[src/rtl/core/estc_pkg.sv]
// ============================================================================
// estc_pkg: shared constants for the elapsed seconds to calendar unit.
// Holds the divisors, the divide step counts, the register map and the
// month length lookup.
// ============================================================================
`timescale 1ns / 1ps

package estc_pkg;

    // Width of the divider remainder; the largest divisor fits in 25 bits.
    localparam int unsigned REM_W = 25;

    localparam logic [REM_W-1:0] SECS_PER_YEAR   = 25'd31536000;
    localparam logic [REM_W-1:0] SECS_PER_DAY    = 25'd86400;
    localparam logic [REM_W-1:0] SECS_PER_HOUR   = 25'd3600;
    localparam logic [REM_W-1:0] SECS_PER_MINUTE = 25'd60;

    localparam logic [4:0] MONTHS_PER_YEAR = 5'd12;

    // Number of divide steps less one for each stage (dividend width - 1).
    localparam logic [4:0] STEPS_YEAR   = 5'd31;
    localparam logic [4:0] STEPS_DAY    = 5'd24;
    localparam logic [4:0] STEPS_HOUR   = 5'd16;
    localparam logic [4:0] STEPS_MINUTE = 5'd11;

    // Register map, indexed by paddr[3:2].
    typedef enum logic [1:0] {
        REG_START_YEAR  = 2'd0,
        REG_START_MONTH = 2'd1,
        REG_START_DAY   = 2'd2
    } reg_index_t;

    // Days in a month; anything that is not a 30- or 28-day month has 31.
    function automatic logic [4:0] month_length(input logic [3:0] m);
        logic [4:0] len;
        if (m inside {4'd4, 4'd6, 4'd9, 4'd11})
        begin
            len = 5'd30;
        end
        else if (m == 4'd2)
        begin
            len = 5'd28;
        end
        else
        begin
            len = 5'd31;
        end
        return len;
    endfunction

endpackage

[src/rtl/core/elapsed_seconds_to_calendar_unit.sv]
// ============================================================================
// elapsed_seconds_to_calendar_unit: elapsed seconds to calendar date.
// Each item takes 86 one-bit divide steps, a month walk and a load of the result registers.
// One item in flight: a new item is taken only when idle, after the last result is loaded.
// The divider is one shared one-bit restoring divider; the month walk takes up to 13 month steps.
// Async reset (rst_n) clears control and sets the start date to 2003-02-01.
// ============================================================================
`timescale 1ns / 1ps

module elapsed_seconds_to_calendar_unit
(
    input  logic        clk,
    input  logic        rst_n,

    // Configuration port
    input  logic        psel,
    input  logic        penable,
    input  logic        pwrite,
    input  logic [3:0]  paddr,
    input  logic [31:0] pwdata,
    output logic [31:0] prdata,
    output logic        pready,

    // Input channel
    input  logic        in_valid,
    output logic        in_ready,
    input  logic [31:0] elapsed_seconds,

    // Result channel
    output logic        out_valid,
    input  logic        out_ready,
    output logic [12:0] year,
    output logic [3:0]  month,
    output logic [4:0]  day,
    output logic [4:0]  hour,
    output logic [5:0]  minute,
    output logic [5:0]  second
);

    import estc_pkg::*;

    typedef enum logic [2:0] {
        PH_IDLE,
        PH_DIV_YEAR,
        PH_DIV_DAY,
        PH_DIV_HOUR,
        PH_DIV_MIN,
        PH_WALK,
        PH_DONE
    } phase_t;

    phase_t       phase_reg;
    logic [4:0]   count_reg;
    logic         out_valid_reg;
    logic [11:0]  start_year_reg;
    logic [3:0]   start_month_reg;
    logic [4:0]   start_day_reg;

    logic [REM_W-1:0] rem_reg;
    logic [31:0]      quo_reg;
    logic [12:0]      work_year_reg;
    logic [3:0]       work_month_reg;
    logic [8:0]       work_day_reg;
    logic [4:0]       hour_reg;
    logic [5:0]       minute_reg;
    logic [5:0]       second_reg;
    logic [12:0]      year_out_reg;
    logic [3:0]       month_out_reg;
    logic [4:0]       day_out_reg;
    logic [4:0]       hour_out_reg;
    logic [5:0]       minute_out_reg;
    logic [5:0]       second_out_reg;

    logic             in_fire;
    logic             cfg_write;
    reg_index_t       cfg_index;
    logic             out_free;
    logic             step_last;
    logic [REM_W-1:0] divisor;
    logic [REM_W:0]   shifted;
    logic [REM_W+1:0] trial;
    logic [REM_W-1:0] step_rem;
    logic [31:0]      step_quo;
    logic [4:0]       walk_len;
    logic             walk_more;
    logic [4:0]       month_inc;

    // Handshakes.
    assign in_ready  = (phase_reg == PH_IDLE);
    assign in_fire   = in_valid && in_ready;
    assign out_free  = !out_valid_reg || out_ready;
    assign pready    = 1'b1;
    assign cfg_write = psel && penable && pwrite && pready;
    assign cfg_index = reg_index_t'(paddr[3:2]);
    assign step_last = (count_reg == 5'd0);

    // Register read-back.
    always_comb
    begin
        case (cfg_index)
            REG_START_YEAR:  prdata = {20'd0, start_year_reg};
            REG_START_MONTH: prdata = {28'd0, start_month_reg};
            REG_START_DAY:   prdata = {27'd0, start_day_reg};
            default:         prdata = 32'd0;
        endcase
    end

    // Divisor for the current stage of the shared divider.
    always_comb
    begin
        case (phase_reg)
            PH_DIV_YEAR: divisor = SECS_PER_YEAR;
            PH_DIV_DAY:  divisor = SECS_PER_DAY;
            PH_DIV_HOUR: divisor = SECS_PER_HOUR;
            default:     divisor = SECS_PER_MINUTE;
        endcase
    end

    // One restoring divide step: bring in the next dividend bit and try a subtract.
    always_comb
    begin
        shifted  = {rem_reg, quo_reg[31]};
        trial    = {1'b0, shifted} - {2'b00, divisor};
        if (!trial[REM_W+1])
        begin
            step_rem = trial[REM_W-1:0];
        end
        else
        begin
            step_rem = shifted[REM_W-1:0];
        end
        step_quo = {quo_reg[30:0], !trial[REM_W+1]};
    end

    // One month step of the walk.
    assign walk_len  = month_length(work_month_reg);
    assign walk_more = (work_day_reg > {4'd0, walk_len});
    assign month_inc = {1'b0, work_month_reg} + 5'd1;

    // Control state machine, configuration registers and result valid.
    always_ff @(posedge clk or negedge rst_n)
    begin
        if (!rst_n)
        begin
            phase_reg       <= PH_IDLE;
            count_reg       <= 5'd0;
            out_valid_reg   <= 1'b0;
            start_year_reg  <= 12'd2003;
            start_month_reg <= 4'd2;
            start_day_reg   <= 5'd1;
        end
        else
        begin
            if (cfg_write)
            begin
                case (cfg_index)
                    REG_START_YEAR:  start_year_reg  <= pwdata[11:0];
                    REG_START_MONTH: start_month_reg <= pwdata[3:0];
                    REG_START_DAY:   start_day_reg   <= pwdata[4:0];
                    default:         ;
                endcase
            end

            // Result valid rises when a finished item is loaded and falls when taken.
            if ((phase_reg == PH_DONE) && out_free)
            begin
                out_valid_reg <= 1'b1;
            end
            else if (out_valid_reg && out_ready)
            begin
                out_valid_reg <= 1'b0;
            end

            case (phase_reg)
                PH_IDLE:
                begin
                    if (in_fire)
                    begin
                        phase_reg <= PH_DIV_YEAR;
                        count_reg <= STEPS_YEAR;
                    end
                end
                PH_DIV_YEAR:
                begin
                    count_reg <= step_last ? STEPS_DAY : count_reg - 5'd1;
                    if (step_last)
                    begin
                        phase_reg <= PH_DIV_DAY;
                    end
                end
                PH_DIV_DAY:
                begin
                    count_reg <= step_last ? STEPS_HOUR : count_reg - 5'd1;
                    if (step_last)
                    begin
                        phase_reg <= PH_DIV_HOUR;
                    end
                end
                PH_DIV_HOUR:
                begin
                    count_reg <= step_last ? STEPS_MINUTE : count_reg - 5'd1;
                    if (step_last)
                    begin
                        phase_reg <= PH_DIV_MIN;
                    end
                end
                PH_DIV_MIN:
                begin
                    count_reg <= step_last ? 5'd0 : count_reg - 5'd1;
                    if (step_last)
                    begin
                        phase_reg <= PH_WALK;
                    end
                end
                PH_WALK:
                begin
                    if (!walk_more)
                    begin
                        phase_reg <= PH_DONE;
                    end
                end
                PH_DONE:
                begin
                    if (out_free)
                    begin
                        phase_reg <= PH_IDLE;
                    end
                end
                default:
                begin
                    phase_reg <= PH_IDLE;
                end
            endcase
        end
    end

    // Datapath: divider registers, working date and result registers.
    always_ff @(posedge clk)
    begin
        case (phase_reg)
            PH_IDLE:
            begin
                if (in_fire)
                begin
                    quo_reg <= elapsed_seconds;
                    rem_reg <= '0;
                end
            end
            PH_DIV_YEAR:
            begin
                if (step_last)
                begin
                    // Whole years go on the start year; the remainder is realigned.
                    work_year_reg <= {1'b0, start_year_reg} + {5'd0, step_quo[7:0]};
                    quo_reg       <= {step_rem[24:0], 7'd0};
                    rem_reg       <= '0;
                end
                else
                begin
                    rem_reg <= step_rem;
                    quo_reg <= step_quo;
                end
            end
            PH_DIV_DAY:
            begin
                if (step_last)
                begin
                    work_day_reg   <= step_quo[8:0] + {4'd0, start_day_reg};
                    work_month_reg <= start_month_reg;
                    quo_reg        <= {step_rem[16:0], 15'd0};
                    rem_reg        <= '0;
                end
                else
                begin
                    rem_reg <= step_rem;
                    quo_reg <= step_quo;
                end
            end
            PH_DIV_HOUR:
            begin
                if (step_last)
                begin
                    hour_reg <= step_quo[4:0];
                    quo_reg  <= {step_rem[11:0], 20'd0};
                    rem_reg  <= '0;
                end
                else
                begin
                    rem_reg <= step_rem;
                    quo_reg <= step_quo;
                end
            end
            PH_DIV_MIN:
            begin
                rem_reg <= step_rem;
                quo_reg <= step_quo;
                if (step_last)
                begin
                    minute_reg <= step_quo[5:0];
                    second_reg <= step_rem[5:0];
                end
            end
            PH_WALK:
            begin
                // Take off a whole month and roll the year after December.
                if (walk_more)
                begin
                    work_day_reg <= work_day_reg - {4'd0, walk_len};
                    if (month_inc > MONTHS_PER_YEAR)
                    begin
                        work_month_reg <= 4'd1;
                        work_year_reg  <= work_year_reg + 13'd1;
                    end
                    else
                    begin
                        work_month_reg <= month_inc[3:0];
                    end
                end
            end
            PH_DONE:
            begin
                if (out_free)
                begin
                    year_out_reg   <= work_year_reg;
                    month_out_reg  <= work_month_reg;
                    day_out_reg    <= work_day_reg[4:0];
                    hour_out_reg   <= hour_reg;
                    minute_out_reg <= minute_reg;
                    second_out_reg <= second_reg;
                end
            end
            default:
            begin
            end
        endcase
    end

    assign out_valid = out_valid_reg;
    assign year      = year_out_reg;
    assign month     = month_out_reg;
    assign day       = day_out_reg;
    assign hour      = hour_out_reg;
    assign minute    = minute_out_reg;
    assign second    = second_out_reg;

    // The time of day held for delivery is always within range.
    assert property (@(posedge clk) disable iff (!rst_n)
        out_valid |-> (hour < 5'd24) && (minute < 6'd60) && (second < 6'd60))
    else $error("time of day out of range on the result channel");

    // The month walk only ever shrinks a day count that starts below 396.
    assert property (@(posedge clk) disable iff (!rst_n)
        (phase_reg == PH_WALK) |-> (work_day_reg <= 9'd395))
    else $error("day count out of range during the month walk");

    // A finished item with room on the result side is offered next cycle, and the unit is then ready for a new item.
    assert property (@(posedge clk) disable iff (!rst_n)
        (phase_reg == PH_DONE) && out_free |=> out_valid && in_ready)
    else $error("finished item not delivered");

endmodule
[config.mk]
export PLATFORM = sky130hd
export DESIGN_NAME = elapsed_seconds_to_calendar_unit
export DESIGN_NICKNAME = d
export VERILOG_FILES = /design/src/rtl/core/estc_pkg.sv /design/src/rtl/core/elapsed_seconds_to_calendar_unit.sv
export SDC_FILE = /design/constraint.sdc
export NUM_CORES = 1
export LEC_CHECK = 0
export BUFFER_PORTS_ARGS = -buffer_cell sky130_fd_sc_hd__buf_2
export CORE_MARGIN = 5
export CORE_UTILIZATION = 50
export CTS_CLUSTER_SIZE = 24
export DETAILED_ROUTE_END_ITERATION = 6
export GPL_ROUTABILITY_DRIVEN = 1
export GPL_TIMING_DRIVEN = 1
export PLACE_DENSITY = 0.74
export SETUP_SLACK_MARGIN = 0.3
export SLEW_MARGIN = 40
export SYNTH_ARGS = -nofsm -noshare
export SYNTH_HDL_FRONTEND = slang
export SYNTH_SLANG_ARGS = --single-unit
[constraint.sdc]
create_clock -name clk -period 13.1 [get_ports clk]
set_input_delay 2.62 -clock clk [delete_from_list [all_inputs] [get_ports clk]]
set_output_delay 2.62 -clock clk [all_outputs]
set_load 0.1 [all_outputs]
Word level (Yosys, flattened, before mapping)
Cells that the tools add are included.
{"block": "op_classes", "reduce_logical": 29, "n_addsub": 7, "muxes": 40, "eq_ne": 22, "magnitude_cmp": 2}
{"operator": "$pmux 32 s5", "n": 1}
{"operator": "$pmux 25 s3", "n": 2}
{"operator": "$mux 32", "n": 4}
{"operator": "$mux 25", "n": 3}
{"operator": "$mux 13", "n": 3}
{"operator": "$pmux 12 s3", "n": 1}
{"operator": "$sub 26x25->27", "n": 1}
{"operator": "$pmux 13 s2", "n": 1}
{"operator": "$mux 5", "n": 5}
{"operator": "$pmux 5 s5", "n": 1}
{"operator": "$mux 3", "n": 7}
{"operator": "$pmux 3 s7", "n": 1}
{"operator": "$mux 9", "n": 2}
{"operator": "$pmux 9 s2", "n": 1}
{"operator": "$ne 2x2->1 const B", "n": 8}
{"operator": "$reduce_and 2->1", "n": 8}
{"operator": "$add 12x8->13", "n": 1}
{"operator": "$add 13x1->13 const B", "n": 1}
{"operator": "$mux 4", "n": 3}
{"operator": "$add 9x5->9", "n": 1}
{"operator": "$eq 3x3->1 const B", "n": 3}
{"operator": "$gt 9x5->1", "n": 1}
{"operator": "$sub 9x5->9", "n": 1}
{"operator": "$eq 4x3->1 const B", "n": 2}
{"operator": "27 further kinds", "n": 38}
{"block": "word_totals", "ff_bits": 169}

Depth between registers and ports, before layout
Gate-level depths: netlist of the first run.
{"block": "depth", "ltp_word": 7, "depth_mapped": 25}

Least setup slack after synthesis of the first run
OpenSTA, ideal clock, no wires.
{"block": "synth_path", "path_kind": "input -> output", "startpoint": "input paddr[2]", "endpoint": "output prdata[0]", "slack_ns": 5.307, "stages": 3, "arrival_time_ns": 5.173, "n_path_buf": 1, "path_cell_list": "clkbuf_1 -> mux2i_1 -> o21ai_0"}
{"block": "synth_via", "elab_chain_len": 2, "elab_cells_between_ends": 4}
{"element": "start, declared", "line_no": "elapsed_seconds_to_calendar_unit.sv:19", "rtl": "input logic [3:0] paddr,"}
{"element": "$eq 2x2->1 (tied with other cells)", "line_no": "elapsed_seconds_to_calendar_unit.sv:100", "rtl": "case (cfg_index)"}
{"element": "$pmux 12 s3 (*)", "line_no": "elapsed_seconds_to_calendar_unit.sv:100"}
{"element": "end, declared", "line_no": "elapsed_seconds_to_calendar_unit.sv:21", "rtl": "output logic [31:0] prdata,"}
Mark *: on every way between the ends. The rest lies on a longest branch, timed or not.

Final worst setup path of the first run
{"block": "layout_path", "startpoint": "register phase_reg[0]", "endpoint": "register work_year_reg[10] (data pin)"}
{"block": "layout_via", "elab_chain_len": 7, "elab_cells_between_ends": 10}
{"element": "start, declared", "line_no": "elapsed_seconds_to_calendar_unit.sv:52", "rtl": "phase_t phase_reg;"}
{"element": "start signal, assigned", "line_no": "elapsed_seconds_to_calendar_unit.sv:145", "rtl": "phase_reg <= PH_IDLE;"}
{"element": "start signal, assigned", "line_no": "elapsed_seconds_to_calendar_unit.sv:179", "rtl": "phase_reg <= PH_DIV_YEAR;"}
{"element": "start signal, assigned", "line_no": "elapsed_seconds_to_calendar_unit.sv:188", "rtl": "phase_reg <= PH_DIV_DAY;"}
{"element": "$eq 3x2->1 / $eq 3x1->1 (equally long branches)", "line_no": "elapsed_seconds_to_calendar_unit.sv:111, elapsed_seconds_to_calendar_unit.sv:240"}
{"element": "$pmux 25 s3", "line_no": "elapsed_seconds_to_calendar_unit.sv:111", "rtl": "case (phase_reg)"}
{"element": "$sub 26x25->27", "line_no": "elapsed_seconds_to_calendar_unit.sv:123", "rtl": "trial = {1'b0, shifted} - {2'b00, divisor};"}
{"element": "$logic_not 1->1", "line_no": "elapsed_seconds_to_calendar_unit.sv:132", "rtl": "step_quo = {quo_reg[30:0], !trial[REM_W+1]};"}
{"element": "$add 12x8->13", "line_no": "elapsed_seconds_to_calendar_unit.sv:254", "rtl": "work_year_reg <= {1'b0, start_year_reg} + {5'd0, step_quo[7:0]};"}
{"element": "$mux 13", "line_no": "elapsed_seconds_to_calendar_unit.sv:251", "rtl": "if (step_last)"}
{"element": "$pmux 13 s2 (*)", "line_no": "elapsed_seconds_to_calendar_unit.sv:240", "rtl": "case (phase_reg)"}
{"element": "end signal, assigned", "line_no": "elapsed_seconds_to_calendar_unit.sv:254"}
{"element": "end signal, assigned", "line_no": "elapsed_seconds_to_calendar_unit.sv:312", "rtl": "work_year_reg <= work_year_reg + 13'd1;"}
{"element": "end, declared", "line_no": "elapsed_seconds_to_calendar_unit.sv:61", "rtl": "logic [12:0] work_year_reg;"}
Mark *: on every way between the ends. The rest lies on a longest branch, timed or not. The select of a mux whose other input is x is not followed.
A chain may end at the register's enable or synchronous reset.

==> results of run 1 <==
==> area by class of cell <==
class	instances	area, um2	share of cell area
clock buffer	20	457	0.0394
multi-input combinational	736	4970	0.429
tap	270	338	0.0292
timing repair buffer	120	661	0.0570
clock inverter	12	109	0.00939
sequential	169	4940	0.426
inverter	29	114	0.00983
antenna	1	2.50	0.000216
==> report_power, final <==
group | leakage, nW | switching, mW | total [mW] | internal, mW
sequential | 1.70 | 0.151 | 0.995 | 0.844
clock | 0.273 | 0.227 | 0.486 | 0.259
combinational | 2.65 | 1.32 | 2.06 | 0.743
total | 4.62 | 1.70 | 3.54 | 1.85
==> cells in the mapped netlist (4+ instances only) <==
| master | instances |
|---|---|
| a211o_1 | 9 |
| a211oi_1 | 9 |
| a21o_1 | 14 |
| a21oi_1 | 62 |
| a22o_1 | 8 |
| a22oi_1 | 9 |
| a31oi_1 | 16 |
| and2_1 | 15 |
| and3_1 | 10 |
| and4_1 | 7 |
| buf_2 | 6 |
| buf_4 | 21 |
| clkbuf_1 | 36 |
| dfrtp_1 | 20 |
| dfstp_2 | 10 |
| edfxtp_1 | 139 |
| fa_1 | 4 |
| ha_1 | 39 |
| inv_1 | 27 |
| mux2_2 | 24 |
| mux2i_1 | 20 |
| nand2_1 | 81 |
| nand2b_1 | 7 |
| nand3_1 | 23 |
| nand4_1 | 6 |
| nor2_1 | 87 |
| nor2b_1 | 9 |
| nor3_1 | 20 |
| nor3b_1 | 4 |
| nor4_1 | 5 |
| o211ai_1 | 10 |
| o21a_1 | 9 |
| o21ai_0 | 62 |
| o21bai_1 | 4 |
| o221ai_1 | 5 |
| o22ai_1 | 12 |
| o31ai_1 | 7 |
| or3_1 | 5 |
| xnor2_1 | 32 |
| xor2_1 | 21 |
==> through the flow <==
stage	utilization	cells	setup WS, ns	hold slack, ns	cell area [um2]
after floorplan	-	1003	5.31	0.400	10300
after global placement	0.541	1321	6.65	0.402	10900
after detailed placement	0.544	1324	6.53	0.405	11000
after CTS	0.572	1356	6.52	0.420	11600
after global routing	0.573	1357	5.96	0.424	11600
final	0.573	1357	6.39	0.418	11600
==> path summary, 6_finish.rpt <==
check                      depth (start not counted)  slack (ns)                              to
setup / recovery                                  21        6.39     work_year_reg[10]$_DFFE_PP_
hold / removal                                     0        0.42             minute[3]$_DFFE_PP_
setup reg to reg                                  21        6.39     work_year_reg[10]$_DFFE_PP_
hold reg to reg                                    0        0.42             minute[3]$_DFFE_PP_
max in group asynchronous                          1       10.38        phase_reg[1]$_DFFE_PN0P_
min in group asynchronous                          1        2.22  start_year_reg[11]$_DFFE_PN0P_
==> cells by family (layout without fill, tap and decap cells) <==
family	count (synthesis)	after routing	share of synthesized area
compound gates	281	281	0.186
flops	169	169	0.482
xor+xnor	53	53	0.0453
other cells	2	22	0.000732
buf+inv	98	181	0.0464
fa+ha+maj	43	43	0.0554
mux	45	45	0.0472
simple gates	293	293	0.138
==> worst register-to-register path: stages, from the launching register on <==
cell	delay, ns
dfrtp_1	0.83
clkinv_1	0.57
nor2_1	0.56
nand2_1	0.40
nand2_1	0.35
ha_1	0.33
and2_1	0.22
nor3_1	0.43
a211o_1	0.35
a21oi_4	0.16
nor2_8	0.24
inv_6	0.14
ha_1	0.26
fa_1	0.40
a21o_1	0.17
a21oi_1	0.23
o21bai_1	0.09
a21oi_1	0.23
o21bai_1	0.16
nand3_1	0.13
xor2_1	0.13
o21ai_0	0.08
==> metal layers <==
metal  up-vias  global-route usage  wire length (um)
met5         -                   0                 0
met2       420               0.357             12500
met1      3802               0.298             10900
met3        95              0.0365              2050
met4         0               0.107              1280
li1       3841                   -                 -
==> metrics.csv, run 1 <==
stage;metric;value;unit
global_routing;Total Routing Usage GR;0.223;
worst_setup_path;Buf+Inv Stages, Crit Path;2;
clock_network;post-CTS setup buffers;0;
worst_setup_path;cells along the critical path;clkinv_1 -> nor2_1 -> nand2_1 -> nand2_1 -> ha_1 -> and2_1 -> nor3_1 -> a211o_1 -> a21oi_4 -> nor2_8 -> inv_6 -> ha_1 -> fa_1 -> a21o_1 -> a21oi_1 -> o21bai_1 -> a21oi_1 -> o21bai_1 -> nand3_1 -> xor2_1 -> o21ai_0;
power_and_ir_drop;total power draw;3.54;mW
synthesis;largest area contributor in the netlist;edfxtp_1;
synthesis;Synth Register Bits;169;
global_routing;largest net degree at the start of global routing;46;
sta;Clock Skew;0.0129;ns
floorplanning;I/O Pins;149;
floorplanning;Initial Util;0.507;
sta;minimum clock period;6.71;ns
synthesis;fraction of registers with async set/reset;0.178;
worst_setup_path;worst setup path category;flip-flop to flip-flop;
power_and_ir_drop;P_leak;4.62;nW
clock_network;Worst-Skew Late Latency;0.43;ns
worst_setup_path;Slowest cell on crit path;dfrtp_1;
synthesis;mapped cell area;0.0103;mm2
floorplanning;Die Width;153;um
clock_network;TritonCTS clock tree;built;
sta;RSZ-0062 raised after global routing;false;
floorplanning;std cell rows;52;
synthesis;Ys Warns;0;
synthesis;top cell type's share of synthesized area;0.407;
worst_setup_path;Setup crit start;phase_reg[0]$_DFFE_PN0P_;
worst_hold_path;Hold Startpoint;minute_reg[3]$_DFFE_PP_;
routing;final WL;26800;um
layout;commonest non-fill, non-tap cells in the layout;edfxtp_1 (139), buf_2 (105), nor2_1 (85), nand2_1 (79), o21ai_0 (62);
global_routing;grt total ovfl;0;
sta;final hold violations;0;
sta;Final TNS setup;0;ns
routing;WL/cell;19.7;um
sta;relative slew slack;0.399;
clock_network;Num Clock Sinks;169;
floorplanning;DIE HEIGHT;153;um
clock_network;Clock Path Buffers;2;
layout;max reg flops;32;
layout;Fill cells;1732;
worst_setup_path;CP top delay family;simple AND/OR/NAND/NOR gates;
placed_design;routability cong.;0.922;
job;number of max-cap violations;0;
worst_setup_path;crit path max fanout;23;
synthesis;mean area per synthesized cell;10.4;um2
worst_setup_path;data required time of the worst path;13.28;ns
layout;most common cell after layout, fill and taps aside;edfxtp_1;
routing;Avg Vias per Cell;6.01;
worst_hold_path;Min-Delay Path Class;flip-flop to flip-flop;
worst_setup_path;r2r startpoint;phase_reg[0]$_DFFE_PN0P_;
synthesis;Area contributors post-synth;edfxtp_1 (41%), dfrtp_1 (4.9%), ha_1 (4.8%);
placed_design;HPWL after DPL;19500;um
routing;drt drc;0;
clock_network;H-tree Lvls;4;
outcome;status;completed;
routing;routed vias;8158;
clock_network;CTS buffer count;17;
worst_setup_path;max incr delay on CP;0.83;ns
routing;initial DRC count;727;
layout;fraction of layout cells with a size suffix above 1;0.196;
power_and_ir_drop;power per cell area;306;mW/mm2
global_routing;initial antenna violation count;1;
sta;Least-Margin Pin Slew;0.876;ns
sta;Max Freq;149;MHz
synthesis;register area share after synthesis;0.482;
clock_network;CTS clk-pin slew, worst paths;0.07;ns
synthesis;Distinct cells, synth;84;
worst_setup_path;CP arrival;6.90;ns
global_routing;first-pass GRT wire length;42000;um
routing;post-route ant nets;0;
layout;Area Overhead vs Synth;13.0;%
worst_setup_path;startpoint type of the worst setup path;flip-flop;
worst_setup_path;CP Capture Type;flip-flop;
power_and_ir_drop;worst vdd ir;0.254;mV
routing;1st-pass router iterations;5;
synthesis;Synth Instances;984;
clock_network;CTS resizes;0;
layout;Nets;1191;
global_routing;vias in the first global route;7580;
clock_network;clock root cell;clkbuf_16;
floorplanning;Core Area;0.0202;mm2
sta;final setup fails;0;
placed_design;Buffers on Ports;105;
sta;Slew Limit Fails;0;
floorplanning;die area;0.0235;mm2
clock_network;Post-CTS Hold Fix Bufs;0;
synthesis;EDFF count, synth;139;
synthesis;ys flop type;edfxtp_1;
sta;fin crit share;0.513;
(Power assumes the default switching activity.)
==> run 2, diff against run 1 <==
--- a/config.mk
+++ b/config.mk
@@ -12,7 +12,7 @@
 export DETAILED_ROUTE_END_ITERATION = 6
 export GPL_ROUTABILITY_DRIVEN = 1
 export GPL_TIMING_DRIVEN = 1
-export PLACE_DENSITY = 0.74
+export PLACE_DENSITY = 0.77
 export SETUP_SLACK_MARGIN = 0.3
 export SLEW_MARGIN = 40
 export SYNTH_ARGS = -nofsm -noshare
==> constraint.sdc (replaced) <==
create_clock -name clk -period 5.4 [get_ports clk]
set_input_delay 1.08 -clock clk [delete_from_list [all_inputs] [get_ports clk]]
set_output_delay 1.08 -clock clk [all_outputs]
set_load 0.1 [all_outputs]
==> run 2 against run 1 <==
Clock skew about the same. Critical endpoint is now work_day_reg[8]$_DFFE_PP_. Maximum frequency up 38%. Sequential power is 140% higher. Largest cell class unchanged. Sequential cell count unchanged. Utilization grew 0.99 points. Clock power grew to 2.5 times the previous value. Worst setup slack got worse by 5.9 ns.
==> metrics.csv, run 2 (synthesis results as in run 1) <==
stage;metric;value;unit;change
outcome;status;completed;;
sta;final hold violations;0;;unchanged
sta;fin crit share;0.903;;+0.391
global_routing;Total Routing Usage GR;0.234;;+0.0108
worst_hold_path;Min-Delay Path Class;flip-flop to flip-flop;;
routing;routed vias;8439;;+3.4%
floorplanning;I/O Pins;149;;unchanged
worst_setup_path;cells along the critical path;nor2_1 -> buf_4 -> nand2_1 -> nand2_1 -> ha_1 -> o21a_1 -> o211ai_1 -> a211o_2 -> a21oi_4 -> nor2_8 -> inv_6 -> buf_4 -> ha_1 -> fa_1 -> a21o_1 -> a21oi_1 -> nor2b_1 -> o2111ai_1 -> xor2_1 -> a21oi_1;;
sta;Slew Limit Fails;0;;unchanged
sta;final setup fails;0;;unchanged
placed_design;routability cong.;0.947;;+2.7%
layout;Antenna Cells;0;;-1
clock_network;clock root cell;clkbuf_16;;
layout;fraction of layout cells with a size suffix above 1;0.218;;+0.0214
power_and_ir_drop;P_leak;4.73;nW;+2.5%
routing;Avg Vias per Cell;6.12;;+1.9%
worst_setup_path;Critical Path Stages;20;;-4.8%
worst_setup_path;CP top delay family;compound AO/OA/AOI/OAI gates;;
sta;Max Freq;205;MHz;+38%
global_routing;largest net degree at the start of global routing;40;;-13%
clock_network;H-tree Lvls;4;;unchanged
worst_setup_path;worst setup path category;flip-flop to flip-flop;;
sta;RSZ-0062 raised after global routing;false;;
sta;relative slew slack;0.473;;+0.0740
worst_hold_path;Worst Hold Depth;0;;unchanged
layout;Nets;1213;;+1.8%
clock_network;Num Clock Sinks;169;;unchanged
routing;WL/cell;20.2;um;+2.2%
floorplanning;Core Area;0.0202;mm2;unchanged
worst_setup_path;max incr delay on CP;0.50;ns;-0.33 ns
worst_setup_path;Worst Reg2Reg Path Length in Cells;20;;-4.8%
floorplanning;Die Width;153;um;unchanged
global_routing;first-pass GRT wire length;44000;um;+4.7%
routing;1st-pass router iterations;7;;+2
placed_design;Buffers on Ports;105;;unchanged
layout;commonest non-fill, non-tap cells in the layout;edfxtp_1 (139), buf_2 (105), nor2_1 (85), nand2_1 (80), o21ai_0 (62);;
clock_network;Clock Path Buffers;2;;unchanged
worst_setup_path;startpoint type of the worst setup path;flip-flop;;
clock_network;CTS clk-pin slew, worst paths;0.07;ns;about the same
floorplanning;Initial Util;0.507;;unchanged
floorplanning;DIE HEIGHT;153;um;unchanged
worst_setup_path;Slowest cell on crit path;dfrtp_2;;
job;number of max-cap violations;0;;unchanged
sta;minimum clock period;4.88;ns;-1.84 ns
sta;Final TNS setup;0;ns;unchanged
sta;Clock Skew;0.0131;ns;+0.000168 ns
routing;drt drc;0;;unchanged
layout;Area Overhead vs Synth;15.0;%;
clock_network;TritonCTS clock tree;built;;
worst_setup_path;data required time of the worst path;5.56;ns;-7.72 ns
global_routing;vias in the first global route;8043;;+6.1%
worst_setup_path;Buf+Inv Stages, Crit Path;3;;+1
floorplanning;std cell rows;52;;unchanged
routing;final WL;27800;um;+3.8%
placed_design;DP Area;0.0112;mm2;+1.4%
worst_setup_path;crit path max fanout;19;;-17%
layout;fin area;0.0118;mm2;+1.7%
floorplanning;die area;0.0235;mm2;unchanged
sta;Least-Margin Pin Slew;0.788;ns;-0.0877 ns
global_routing;grt total ovfl;0;;unchanged
placed_design;HPWL after DPL;20300;um;+3.9%
routing;initial DRC count;1047;;+44%
clock_network;Worst-Skew Late Latency;0.44;ns;about the same
clock_network;CTS buffer count;17;;unchanged
global_routing;initial antenna violation count;0;;-1
power_and_ir_drop;power per cell area;754;mW/mm2;+150%
routing;post-route ant nets;0;;unchanged
worst_setup_path;CP Capture Type;flip-flop;;
worst_setup_path;CP arrival;5.04;ns;-1.86 ns
layout;most common cell after layout, fill and taps aside;edfxtp_1;;
layout;max reg flops;32;;unchanged
power_and_ir_drop;worst vdd ir;0.681;mV;+170%
[run 2: changes by cell type in the layout (fill, tap and decap cells not counted), sizes merged]
| cell | previous run | this run |
|---|---|---|
| buf | 120 | 142 |
| inv | 33 | 37 |
| clkbuf | 20 | 18 |
| clkinv | 6 | 4 |
| bufinv | 0 | 1 |
| clkinvlp | 2 | 1 |
| diode | 1 | 0 |
[run 2: report_power, final]
part           internal [mW]  total [mW]  leakage [nW]  switching, mW
clock network          0.655        1.22         0.284          0.564
registers               2.05        2.39          1.69          0.338
logic                   1.98        5.28          2.76           3.30
[run 2: path summary, 6_finish.rpt]
check,endpoint,slack [ns],from
min,minute[3]$_DFFE_PP_,0.42,minute_reg[3]$_DFFE_PP_
max,work_day_reg[8]$_DFFE_PP_,0.52,phase_reg[2]$_DFFE_PN0P_
max in group asynchronous,phase_reg[1]$_DFFE_PN0P_,4.20,rst_n
min in group asynchronous,start_year_reg[11]$_DFFE_PN0P_,0.69,rst_n
max reg2reg,work_day_reg[8]$_DFFE_PP_,0.52,phase_reg[2]$_DFFE_PN0P_
min reg2reg,minute[3]$_DFFE_PP_,0.42,minute_reg[3]$_DFFE_PP_
[run 2: layer usage]
layer | up-vias | part of all wire | global-route usage
met3 | 82 | 0.093 | 0.0407
met2 | 503 | 0.48 | 0.379
li1 | 3856 | - | -
met5 | - | 0 | 0
met1 | 3998 | 0.39 | 0.311
met4 | 0 | 0.035 | 0.103
[run 2: through the flow]
stage          cells  total power, mW  hold WS, ns   util  worst slack (ns)
5_1_grt         1378             9.38        0.426  0.583             0.304
3_3_place_gp    1340             7.30        0.403  0.548             0.400
6_report        1378             8.89        0.419  0.583             0.522
4_1_cts         1375             8.73        0.420  0.581             0.341
3_5_place_dp    1343             7.47        0.405  0.552             0.329
2_1_floorplan   1003             5.98        0.400      -             0.471
[run 2: cell type report]
cell class	count	area, um2
Clock buffer	18	429
Clock inverter	14	149
Fill cell	1702	8450
Inverter	29	114
Multi-Input combinational cell	736	4980
Sequential cell	169	4940
Tap cell	270	338
Timing Repair Buffer	142	838
[run 2: repair_timing]
item,4_1_cts,5_1_grt
hold buffers,0,0
endpoints found under the hold margin,0,0
setup buffers,0,3
pin swaps,0,2
resized for setup,1,6
endpoints found under the setup margin,1,9
